### src/rtl/core/aeq_pkg.sv
`default_nettype none
// ----------------------------------------------------------------------------
// aeq_pkg
// Shared types, widths and the microcode table of the allpass peaking equalizer.
// ----------------------------------------------------------------------------
package aeq_pkg;

	// fixed field widths
	localparam int COEF_W    = 24;
	localparam int GAIN_W    = 24;
	localparam int CFG_IDX_W = 2;
	localparam int DLY_W     = 32;

	// datapath widths
	localparam int K_W   = 27;
	localparam int MA_W  = 27;
	localparam int MB_W  = 33;
	localparam int P_W   = MA_W + MB_W;
	localparam int ACC_W = 64;
	localparam int WS_W  = 43;
	localparam int DIF_W = 39;
	localparam int LO_W  = 16;

	localparam int COEF_FRAC = 22;
	localparam int GAIN_FRAC = 16;

	// reset values of the coefficient registers
	localparam logic signed [COEF_W-1:0] CENTER_RST = 24'sd0;
	localparam logic signed [COEF_W-1:0] BW_RST     = 24'sd4194304;
	localparam logic [GAIN_W-1:0]        GAIN_RST   = 24'd65536;

	// register indexes
	localparam logic [CFG_IDX_W-1:0] REG_CENTER = 2'd0;
	localparam logic [CFG_IDX_W-1:0] REG_BW     = 2'd1;
	localparam logic [CFG_IDX_W-1:0] REG_GAIN   = 2'd2;

	// microprogram
	localparam int STEP_W = 4;
	localparam logic [STEP_W-1:0] STEP_IDLE = 4'd0;

	typedef enum logic [2:0] {
		MS_D_AP = 3'd0,
		MS_K_Z1 = 3'd1,
		MS_A_Z2 = 3'd2,
		MS_A_W  = 3'd3,
		MS_G_LO = 3'd4,
		MS_G_HI = 3'd5
	} msel_t;

	typedef enum logic [2:0] {
		AOP_NOP      = 3'd0,
		AOP_LOAD_R22 = 3'd1,
		AOP_SUB      = 3'd2,
		AOP_ADD      = 3'd3,
		AOP_ADD_SH16 = 3'd4,
		AOP_LOAD_S   = 3'd5
	} aop_t;

	typedef enum logic [2:0] {
		DST_NONE = 3'd0,
		DST_K    = 3'd1,
		DST_W    = 3'd2,
		DST_Y    = 3'd3,
		DST_O    = 3'd4
	} dst_t;

	typedef enum logic [1:0] {
		JMP_NEXT     = 2'd0,
		JMP_WAIT_IN  = 2'd1,
		JMP_WAIT_OUT = 2'd2
	} jmp_t;

	typedef struct packed {
		msel_t msel;
		aop_t  aop;
		dst_t  dst;
		jmp_t  jmp;
	} uword_t;

	typedef struct packed {
		msel_t msel;
		aop_t  aop;
		dst_t  dst;
		logic  take_in;
	} ctrl_t;

	typedef struct packed {
		logic signed [COEF_W-1:0] center;
		logic signed [COEF_W-1:0] bandwidth;
		logic [GAIN_W-1:0]        gain;
	} coef_t;

	// the product issued in one step is accumulated in the next
	function automatic uword_t ucode_rom(input logic [STEP_W-1:0] step);
		uword_t uw;
		case (step)
			4'd0:  uw = '{MS_D_AP, AOP_NOP,      DST_NONE, JMP_WAIT_IN};
			4'd1:  uw = '{MS_D_AP, AOP_LOAD_R22, DST_NONE, JMP_NEXT};
			4'd2:  uw = '{MS_D_AP, AOP_NOP,      DST_K,    JMP_NEXT};
			4'd3:  uw = '{MS_K_Z1, AOP_NOP,      DST_NONE, JMP_NEXT};
			4'd4:  uw = '{MS_A_Z2, AOP_LOAD_R22, DST_NONE, JMP_NEXT};
			4'd5:  uw = '{MS_D_AP, AOP_SUB,      DST_NONE, JMP_NEXT};
			4'd6:  uw = '{MS_D_AP, AOP_NOP,      DST_W,    JMP_NEXT};
			4'd7:  uw = '{MS_A_W,  AOP_NOP,      DST_NONE, JMP_NEXT};
			4'd8:  uw = '{MS_K_Z1, AOP_LOAD_R22, DST_NONE, JMP_NEXT};
			4'd9:  uw = '{MS_D_AP, AOP_SUB,      DST_NONE, JMP_NEXT};
			4'd10: uw = '{MS_D_AP, AOP_NOP,      DST_Y,    JMP_NEXT};
			4'd11: uw = '{MS_G_LO, AOP_LOAD_S,   DST_NONE, JMP_NEXT};
			4'd12: uw = '{MS_G_HI, AOP_ADD,      DST_NONE, JMP_NEXT};
			4'd13: uw = '{MS_D_AP, AOP_ADD_SH16, DST_NONE, JMP_NEXT};
			4'd14: uw = '{MS_D_AP, AOP_NOP,      DST_O,    JMP_WAIT_OUT};
			default: uw = '{MS_D_AP, AOP_NOP,    DST_NONE, JMP_WAIT_OUT};
		endcase
		return uw;
	endfunction

endpackage
`default_nettype wire

### src/rtl/core/aeq_if.sv
`default_nettype none
// ----------------------------------------------------------------------------
// aeq_if
// Request channels of the equalizer: sample in, sample out and register write.
// ----------------------------------------------------------------------------
interface aeq_in_if #(parameter int SAMPLE_BITS = 24) ();
	logic                          valid;
	logic                          ready;
	logic signed [SAMPLE_BITS-1:0] sample_in;

	modport source (output valid, output sample_in, input ready);
	modport sink (input valid, input sample_in, output ready);
endinterface

interface aeq_out_if #(parameter int SAMPLE_BITS = 24) ();
	logic                          valid;
	logic                          ready;
	logic signed [SAMPLE_BITS-1:0] sample_out;

	modport source (output valid, output sample_out, input ready);
	modport sink (input valid, input sample_out, output ready);
endinterface

interface aeq_cfg_if ();
	logic                            valid;
	logic                            ready;
	logic [aeq_pkg::CFG_IDX_W-1:0]   index;
	logic [aeq_pkg::COEF_W-1:0]      data;

	modport source (output valid, output index, output data, input ready);
	modport sink (input valid, input index, input data, output ready);
endinterface
`default_nettype wire

### src/rtl/core/aeq_cfg_regs.sv
`default_nettype none
// ----------------------------------------------------------------------------
// aeq_cfg_regs
// Coefficient registers: center, bandwidth and gain, written by index.
// ----------------------------------------------------------------------------
module aeq_cfg_regs (
	input  wire            clk,
	input  wire            arst_n,
	aeq_cfg_if.sink        cfg,
	output aeq_pkg::coef_t coef
);
	import aeq_pkg::*;

	coef_t coef_q;

	assign cfg.ready = 1'b1;
	assign coef      = coef_q;

	// unknown indexes are dropped
	always_ff @(posedge clk or negedge arst_n) begin
		if (!arst_n) begin
			coef_q.center    <= CENTER_RST;
			coef_q.bandwidth <= BW_RST;
			coef_q.gain      <= GAIN_RST;
		end else if (cfg.valid) begin
			case (cfg.index)
				REG_CENTER: coef_q.center    <= signed'(cfg.data);
				REG_BW:     coef_q.bandwidth <= signed'(cfg.data);
				REG_GAIN:   coef_q.gain      <= cfg.data;
				default: ;
			endcase
		end
	end

endmodule
`default_nettype wire

### src/rtl/core/aeq_sequencer.sv
`default_nettype none
// ----------------------------------------------------------------------------
// aeq_sequencer
// Step counter over the microcode table, with waits on the input and output.
// ----------------------------------------------------------------------------
module aeq_sequencer (
	input  wire            clk,
	input  wire            arst_n,
	input  wire            in_valid,
	input  wire            out_busy,
	output logic           in_ready,
	output aeq_pkg::ctrl_t ctrl
);
	import aeq_pkg::*;

	logic [STEP_W-1:0] step_q;
	logic [STEP_W-1:0] step_nxt;
	uword_t            uw;
	logic              in_fire;

	assign uw       = ucode_rom(step_q);
	assign in_ready = (uw.jmp == JMP_WAIT_IN);
	assign in_fire  = in_ready && in_valid;

	always_comb begin
		ctrl.msel    = uw.msel;
		ctrl.aop     = uw.aop;
		ctrl.take_in = in_fire;
		// result write holds off while the output register is still full
		if (uw.dst == DST_O && out_busy) begin
			ctrl.dst = DST_NONE;
		end else begin
			ctrl.dst = uw.dst;
		end
	end

	always_comb begin
		case (uw.jmp)
			JMP_NEXT:     step_nxt = step_q + 1'b1;
			JMP_WAIT_IN:  step_nxt = in_fire ? step_q + 1'b1 : step_q;
			JMP_WAIT_OUT: step_nxt = out_busy ? step_q : STEP_IDLE;
			default:      step_nxt = STEP_IDLE;
		endcase
	end

	always_ff @(posedge clk or negedge arst_n) begin
		if (!arst_n) begin
			step_q <= STEP_IDLE;
		end else begin
			step_q <= step_nxt;
		end
	end

endmodule
`default_nettype wire

### src/rtl/core/aeq_datapath.sv
`default_nettype none
// ----------------------------------------------------------------------------
// aeq_datapath
// Shared multiplier, accumulator, delay registers and output register.
// ----------------------------------------------------------------------------
module aeq_datapath #(
	parameter int SAMPLE_BITS = 24
) (
	input  wire                           clk,
	input  wire                           arst_n,
	input  aeq_pkg::ctrl_t                ctrl,
	input  aeq_pkg::coef_t                coef,
	input  wire signed [SAMPLE_BITS-1:0]  x_in,
	input  wire                           out_ready,
	output logic                          out_valid,
	output logic signed [SAMPLE_BITS-1:0] out_data,
	output logic                          out_busy
);
	import aeq_pkg::*;

	localparam logic signed [ACC_W-1:0] RND22 = ACC_W'(64'sd1 <<< (COEF_FRAC - 1));
	localparam logic signed [ACC_W-1:0] RND17 = ACC_W'(64'sd1 <<< GAIN_FRAC);
	localparam logic signed [DLY_W-1:0] DLY_MAX = {1'b0, {(DLY_W-1){1'b1}}};
	localparam logic signed [DLY_W-1:0] DLY_MIN = {1'b1, {(DLY_W-1){1'b0}}};
	localparam logic signed [SAMPLE_BITS-1:0] O_MAX = {1'b0, {(SAMPLE_BITS-1){1'b1}}};
	localparam logic signed [SAMPLE_BITS-1:0] O_MIN = {1'b1, {(SAMPLE_BITS-1){1'b0}}};

	logic signed [SAMPLE_BITS-1:0] x_q;
	logic signed [K_W-1:0]         k_q;
	logic signed [DLY_W-1:0]       w_q;
	logic signed [DLY_W-1:0]       z1_q;
	logic signed [DLY_W-1:0]       z2_q;
	logic signed [DIF_W-1:0]       s_q;
	logic signed [DIF_W-1:0]       dif_q;
	logic signed [P_W-1:0]         prod_q;
	logic signed [ACC_W-1:0]       acc_q;
	logic signed [SAMPLE_BITS-1:0] out_q;
	logic                          out_valid_q;

	logic signed [MA_W-1:0]        ma;
	logic signed [MB_W-1:0]        mb;
	logic signed [COEF_W:0]        a_plus;
	logic signed [ACC_W-1:0]       prod_ext;
	logic signed [ACC_W-1:0]       acc_nxt;
	logic signed [ACC_W-1:0]       sh22;
	logic signed [ACC_W-1:0]       sh17;
	logic signed [WS_W-1:0]        wsum;
	logic signed [DLY_W-1:0]       w_sat;
	logic [WS_W-DLY_W:0]           w_hi;
	logic signed [DIF_W-1:0]       ysum;
	logic [ACC_W-SAMPLE_BITS:0]    o_hi;
	logic signed [SAMPLE_BITS-1:0] o_sat;
	logic                          commit;

	// 1 + a in Q2.22
	assign a_plus = (COEF_W+1)'(coef.bandwidth) + (COEF_W+1)'(1 <<< COEF_FRAC);

	always_comb begin
		case (ctrl.msel)
			MS_D_AP: begin
				ma = MA_W'(coef.center);
				mb = MB_W'(a_plus);
			end
			MS_K_Z1: begin
				ma = k_q;
				mb = MB_W'(z1_q);
			end
			MS_A_Z2: begin
				ma = MA_W'(coef.bandwidth);
				mb = MB_W'(z2_q);
			end
			MS_A_W: begin
				ma = MA_W'(coef.bandwidth);
				mb = MB_W'(w_q);
			end
			// gain times difference, split into a low unsigned and a high signed part
			MS_G_LO: begin
				ma = MA_W'({1'b0, coef.gain});
				mb = MB_W'({1'b0, dif_q[LO_W-1:0]});
			end
			MS_G_HI: begin
				ma = MA_W'({1'b0, coef.gain});
				mb = MB_W'(signed'(dif_q[DIF_W-1:LO_W]));
			end
			default: begin
				ma = '0;
				mb = '0;
			end
		endcase
	end

	assign prod_ext = ACC_W'(prod_q);

	always_comb begin
		case (ctrl.aop)
			AOP_NOP:      acc_nxt = acc_q;
			AOP_LOAD_R22: acc_nxt = prod_ext + RND22;
			AOP_SUB:      acc_nxt = acc_q - prod_ext;
			AOP_ADD:      acc_nxt = acc_q + prod_ext;
			AOP_ADD_SH16: acc_nxt = acc_q + (prod_ext <<< LO_W);
			AOP_LOAD_S:   acc_nxt = (ACC_W'(s_q) <<< GAIN_FRAC) + RND17;
			default:      acc_nxt = acc_q;
		endcase
	end

	// rounding bias is already in the accumulator, so a shift finishes it
	assign sh22 = acc_q >>> COEF_FRAC;
	assign sh17 = acc_q >>> (GAIN_FRAC + 1);

	assign wsum  = WS_W'(signed'(sh22[WS_W-2:0])) + WS_W'(x_q);
	assign w_hi  = wsum[WS_W-1:DLY_W-1];
	assign w_sat = ((&w_hi) || !(|w_hi)) ? wsum[DLY_W-1:0] : (wsum[WS_W-1] ? DLY_MIN : DLY_MAX);

	assign ysum = signed'(sh22[DIF_W-1:0]) + DIF_W'(z2_q);

	assign o_hi  = sh17[ACC_W-1:SAMPLE_BITS-1];
	assign o_sat = ((&o_hi) || !(|o_hi)) ? sh17[SAMPLE_BITS-1:0] :
		(sh17[ACC_W-1] ? O_MIN : O_MAX);

	assign commit    = (ctrl.dst == DST_O);
	assign out_valid = out_valid_q;
	assign out_data  = out_q;
	assign out_busy  = out_valid_q && !out_ready;

	always_ff @(posedge clk) begin
		prod_q <= ma * mb;
		acc_q  <= acc_nxt;
		if (ctrl.take_in) begin
			x_q <= x_in;
		end
		case (ctrl.dst)
			DST_K: k_q <= sh22[K_W-1:0];
			DST_W: w_q <= w_sat;
			DST_Y: begin
				s_q   <= DIF_W'(x_q) + ysum;
				dif_q <= DIF_W'(x_q) - ysum;
			end
			DST_O: out_q <= o_sat;
			default: ;
		endcase
	end

	always_ff @(posedge clk or negedge arst_n) begin
		if (!arst_n) begin
			z1_q        <= '0;
			z2_q        <= '0;
			out_valid_q <= 1'b0;
		end else begin
			if (commit) begin
				z2_q        <= z1_q;
				z1_q        <= w_q;
				out_valid_q <= 1'b1;
			end else if (out_ready) begin
				out_valid_q <= 1'b0;
			end
		end
	end

endmodule
`default_nettype wire

### src/rtl/core/allpass_peaking_equalizer_top.sv
`default_nettype none
// ----------------------------------------------------------------------------
// allpass_peaking_equalizer_top
// Second-order allpass lattice peaking equalizer on a microcoded datapath.
// ----------------------------------------------------------------------------
// Usage:
//   din  carries one signed audio sample per request; dout returns one
//   equalized, saturated sample per input sample, in order.
//   cfg writes the coefficients: index 0 center (d), 1 bandwidth (a),
//   2 gain (g); other indexes are ignored. cfg is always ready; write it
//   only while no sample is in flight.
//   A sample is taken in the idle step; its result is loaded into the output
//   register at the last step of the 15-step microprogram, which runs all
//   seven products through one shared 27x33 multiplier.
//   The output register lets the next sample start while a result waits.
//   If the receiver stalls, the program holds at its last step until the
//   output register frees, and din is not ready until then.
//   Reset loads the default coefficients (d = 0, a = 1.0, g = 1.0), clears
//   both delays and empties the output register; no clearing pass follows.
// ----------------------------------------------------------------------------
module allpass_peaking_equalizer_top #(
	parameter int SAMPLE_BITS = 24
) (
	input  wire       clk,
	input  wire       arst_n,
	aeq_in_if.sink    din,
	aeq_out_if.source dout,
	aeq_cfg_if.sink   cfg
);
	import aeq_pkg::*;

	coef_t                         coef;
	ctrl_t                         ctrl;
	logic                          out_busy;
	logic                          out_valid;
	logic signed [SAMPLE_BITS-1:0] out_data;

	aeq_cfg_regs u_cfg (
		.clk    (clk),
		.arst_n (arst_n),
		.cfg    (cfg),
		.coef   (coef)
	);

	aeq_sequencer u_seq (
		.clk      (clk),
		.arst_n   (arst_n),
		.in_valid (din.valid),
		.out_busy (out_busy),
		.in_ready (din.ready),
		.ctrl     (ctrl)
	);

	aeq_datapath #(
		.SAMPLE_BITS (SAMPLE_BITS)
	) u_dp (
		.clk       (clk),
		.arst_n    (arst_n),
		.ctrl      (ctrl),
		.coef      (coef),
		.x_in      (din.sample_in),
		.out_ready (dout.ready),
		.out_valid (out_valid),
		.out_data  (out_data),
		.out_busy  (out_busy)
	);

	assign dout.valid      = out_valid;
	assign dout.sample_out = out_data;

endmodule
`default_nettype wire
### src/flat_wrapper.sv
// flat-port wrapper written by rule: the top's interface ports become plain ports
module allpass_peaking_equalizer_top_flat import aeq_pkg::*;
#(
	parameter int SAMPLE_BITS = 24
)
  (clk, arst_n, din_valid, din_sample_in, din_ready, dout_valid, dout_sample_out, dout_ready, cfg_valid, cfg_index, cfg_data, cfg_ready);
  aeq_in_if #(.SAMPLE_BITS(SAMPLE_BITS)) din_i ();
  aeq_out_if #(.SAMPLE_BITS(SAMPLE_BITS)) dout_i ();
  aeq_cfg_if cfg_i ();
  input  wire clk;
  input  wire arst_n;
  input wire logic [$bits(din_i.valid)-1:0] din_valid;
  input wire logic [$bits(din_i.sample_in)-1:0] din_sample_in;
  output wire logic [$bits(din_i.ready)-1:0] din_ready;
  output wire logic [$bits(dout_i.valid)-1:0] dout_valid;
  output wire logic [$bits(dout_i.sample_out)-1:0] dout_sample_out;
  input wire logic [$bits(dout_i.ready)-1:0] dout_ready;
  input wire logic [$bits(cfg_i.valid)-1:0] cfg_valid;
  input wire logic [$bits(cfg_i.index)-1:0] cfg_index;
  input wire logic [$bits(cfg_i.data)-1:0] cfg_data;
  output wire logic [$bits(cfg_i.ready)-1:0] cfg_ready;
  assign din_i.valid = din_valid;
  assign din_i.sample_in = din_sample_in;
  assign din_ready = din_i.ready;
  assign dout_valid = dout_i.valid;
  assign dout_sample_out = dout_i.sample_out;
  assign dout_i.ready = dout_ready;
  assign cfg_i.valid = cfg_valid;
  assign cfg_i.index = cfg_index;
  assign cfg_i.data = cfg_data;
  assign cfg_ready = cfg_i.ready;
  allpass_peaking_equalizer_top #(.SAMPLE_BITS(SAMPLE_BITS)) u_core (.clk(clk), .arst_n(arst_n), .din(din_i), .dout(dout_i), .cfg(cfg_i));
endmodule
### config.mk
export PLATFORM = sky130hd
export DESIGN_NAME = allpass_peaking_equalizer_top_flat
export DESIGN_NICKNAME = d
export VERILOG_FILES = /design/src/rtl/core/aeq_pkg.sv /design/src/rtl/core/aeq_if.sv /design/src/rtl/core/aeq_cfg_regs.sv /design/src/rtl/core/aeq_sequencer.sv /design/src/rtl/core/aeq_datapath.sv /design/src/rtl/core/allpass_peaking_equalizer_top.sv /design/src/flat_wrapper.sv
export SDC_FILE = /design/constraint.sdc
export NUM_CORES = 2
export LEC_CHECK = 0
export BUFFER_PORTS_ARGS = -buffer_cell sky130_fd_sc_hd__buf_2
export CAP_MARGIN = 20
export CORE_ASPECT_RATIO = 0.9
export CORE_MARGIN = 3
export CORE_UTILIZATION = 45
export CTS_CLUSTER_DIAMETER = 120
export CTS_CLUSTER_SIZE = 30
export DETAILED_ROUTE_END_ITERATION = 16
export GPL_TIMING_DRIVEN = 1
export PLACE_DENSITY = 0.62
export SETUP_SLACK_MARGIN = 0.4
export SYNTH_ARGS = -nofsm -noshare
export SYNTH_HDL_FRONTEND = slang
export SYNTH_HIERARCHICAL = 1
export SYNTH_SLANG_ARGS = --single-unit
### constraint.sdc
create_clock -name clk -period 18 [get_ports clk]
set_clock_uncertainty 0.1 [all_clocks]
set_input_delay 2.7 -clock clk [delete_from_list [all_inputs] [get_ports clk]]
set_output_delay 2.7 -clock clk [all_outputs]
set_load 0.02 [all_outputs]
==> summary.md <==
| Metric | Value |
|---|---|
| Run status | complete, no violations |
| First-pass GRT wire length | 346000 µm |
| TritonCTS buffer count | 19 |
| Tightest Hold Check Type | reg2reg |
| Setup TNS | 0 ps |
| GRT overflow | 0 |
| Io pins | 82 |
| Hold_buf cts | 0 |
| # DRC | 0 |
| GRT met3 Usage | 0.0458 |
| Sequential standard cell area | 12200 µm² |
| Yosys reg bits | 449 |
| Initial antenna violation count | 23 |
| Initial Util | 0.455 |
| Nets | 8661 |
| Layout cells sized above 1 | 0.0675 |
| Via count | 53800 |
| Mean Syn Cell Area | 8.94 µm² |
| Proportion of synthesized area in mux cells | 0.0389 |
| Clock Latency Late Sink | 620 ps |
| Top Usage Layer GRT | met2 |
| Port buffer count | 80 |
| Largest net degree at the start of global routing | 80 |
| GRT Total Usage | 0.304 |
| Clock sink total | 449 |
| Gate count of the mapped netlist | 7347 |
| Post-synth EDFFs | 248 |
| Row count | 132 |
| Top_reg_cell synth | edfxtp_1 |
| F_max | 0.0864 GHz |
| Die Ht | 368 µm |
| Cell at the slowest stage of the critical path | a22o_1 |
| Dpl hpwl | 188000 µm |
| Area of the mapped netlist | 65700 µm² |
| MaxCap Viol Count | 0 |
| Largest family of logic cells by synthesized area | adder cells |
| Setup violators final | 0 |
| Final hold violations | 0 |
| Cell chosen for the clock root | clkbuf_16 |
| Crit path launch type | register |
| Netlist cell types | 108 |
| XOR/XNOR Fraction of Synth Area | 0.0572 |
| Register area share after synthesis | 0.185 |
| DR iter-0 viols | 5173 |
| RSZ-0062 raised after global routing | false |
| Final Max Slew Viols | 0 |
| Die width | 409 µm |
| Critical setup path kind | reg2reg |
| Slew @ Worst Pin | 1220 ps |
| Detailed Route WL | 231000 µm |
| Clock Path Buffers | 3 |
| GR Util met1 | 0.446 |
| Area contributors post-synth | fa_1 (27%), edfxtp_1 (11%), ha_1 (8.5%) |
| Initial DRT Pass Iterations | 7 |
| Top cell by count, worst path | fa_1 |
| Number of routed nets with antenna violations | 0 |
| Synthesis Warnings | 6 |
| Async SR Flop Fraction | 0.314 |
| TritonCTS clock tree | yes |
| Post-synthesis adder-cell area fraction | 0.359 |
| Routed length per instance | 25.1 µm |
| Mapped Nets | 8749 |
| Clk slew on worst S/H paths | 120 ps |
| Area growth syn-to-layout | 5.14% |
| Die area | 151000 µm² |
| Final worst-path cycle share | 0.643 |
| CP peak stage delay | 920 ps |
| Area of the core | 145000 µm² |
| Commonest non-fill, non-tap cells in the layout | inv_1 (1203), fa_1 (899), nand2_1 (816), nor2_1 (558), ha_1 (447) |
| Met2 Use GR | 0.467 |
| WP data arrival | 12000 ps |
| Critical path endpoint category | register |
| Slew headroom | 0.183 |
| Buffer count from post-CTS setup fixing | 0 |
| Yosys top cell area share | 0.274 |
| Most common cell after layout, fill and taps aside | inv_1 |
| Synth Area in Compound Gates | 0.133 |
| Tmin final | 11580 ps |
| Yosys top cell by area | fa_1 |
| DR vias/cell | 5.83 |
| H-tree depth | 1 |
| Vias in the first global route | 53200 |
| Simple-gate share of the synthesized area | 0.137 |
| RePlAce Congestion | 0.998 |
| Critical Path RT | 18420 ps |
| Layout fillers | 13800 |
| PostCTS Resize Cnt | 0 |
| Worst-path maximum fanout | 45 |
| Area of the multi-input gates | 47900 µm² |
-- metrics by stage --
step                utilization  hold slack (ps)  area, µm²  std cells  worst slack [ps]
finish                    0.478              420      69100       9226              6420
CTS                       0.477              421      69000       9212              6580
floorplan                     -              358      65700       7347              8050
detailed placement        0.473              391      68400       9178              6640
global placement          0.473              371      68400       9178              6840
global route              0.478              442      69000       9216              5750
-- final timing paths --
kind,slack [ps],from,to,cells past startpoint
setup / recovery,6420,u_core/u_seq/step_q[1],u_core/u_dp/prod_q[59],34
hold / removal,420,u_core/u_cfg/coef[54],u_core/u_cfg/coef[54],1
setup reg to reg,6420,u_core/u_seq/step_q[1],u_core/u_dp/prod_q[59],34
hold reg to reg,420,u_core/u_cfg/coef[54],u_core/u_cfg/coef[54],1
max in group asynchronous,14470,arst_n,u_core/u_cfg/coef[14],2
min in group asynchronous,1970,arst_n,u_core/u_dp/z1_q[2],1
-- cell usage after synthesis, drive strengths merged (10+ instances only) --
library cell  count
nor2b            38
a31o             11
o211ai           31
nand3b           10
xor2            165
o21ai           289
o21a             45
mux2i            72
a21boi           13
buf              34
o21bai           85
a221oi           19
nand3           106
fa              899
a21oi           392
o31ai            26
o41ai            14
inv            1206
o22ai            23
nand4            70
and4             11
nor2            560
dfrtp           139
clkbuf          291
nor4             33
or2              13
a221o            13
nand2           817
a31oi            44
mux2            149
nor3             73
ha              448
a211oi           46
xnor2           263
a22oi            13
dfxtp            60
a21o            218
or3              24
nor3b            10
edfxtp          248
and3             50
nand2b           56
and2             92
or4              10
-- cells by family (layout without fill, tap and decap cells) --
family,after synthesis,after routing
fa+ha+maj,1347,1347
mux,228,228
compound gates,1370,1370
xor+xnor,428,428
flops,449,449
simple gates,1991,1991
buf+inv,1533,1458
other cells,1,12
-- final cells by class --
type / instances / share of cell area
Sequential cell: 449 / 0.176
Clock inverter: 4 / 0.000761
Tap cell: 1943 / 0.0352
Inverter: 1208 / 0.0656
Antenna cell: 11 / 0.000399
Timing Repair Buffer: 216 / 0.0212
Multi-Input combinational cell: 5365 / 0.693
Clock buffer: 30 / 0.00748
-- worst max-delay path, delay by kind of cell (launching register included) --
| kind | cells | cell delay [ps] |
|---|---|---|
| xor gates and xnor gates | 1 | 160 |
| and+or+nand+nor | 5 | 870 |
| buffers and inverters | 9 | 1750 |
| adders and majority gates | 9 | 4310 |
| DFF | 1 | 490 |
| AOI/OAI and AO/OA | 10 | 3730 |
-- metal layers --
metal / vias to the layer above / share of wire
met1: 27400 / 0.45
met2: 2225 / 0.44
met4: 10 / 0.034
met5: - / 0.00030
li1: 23800 / -
met3: 319 / 0.081
-- sequential cells by signal, summed over array words and instances (netlist names) --
name and count:
u_core/u_dp/dif_q 38, u_core/u_dp/prod_q 60, u_core/u_dp/out_valid 1, u_core/u_dp/z1_q 32
u_core/u_seq/step_q 4, u_core/u_dp/acc_q 64, u_core/u_dp/s_q 39, u_core/u_cfg/coef 72
u_core/u_dp/out_data 24, u_core/u_dp/k_q 27, u_core/u_dp/z2_q 32, u_core/u_dp/x_q 24
u_core/u_dp/w_q 32
Power is not shown: default switching activity piles up to over one toggle a cycle in this logic, so the estimate is an artifact.
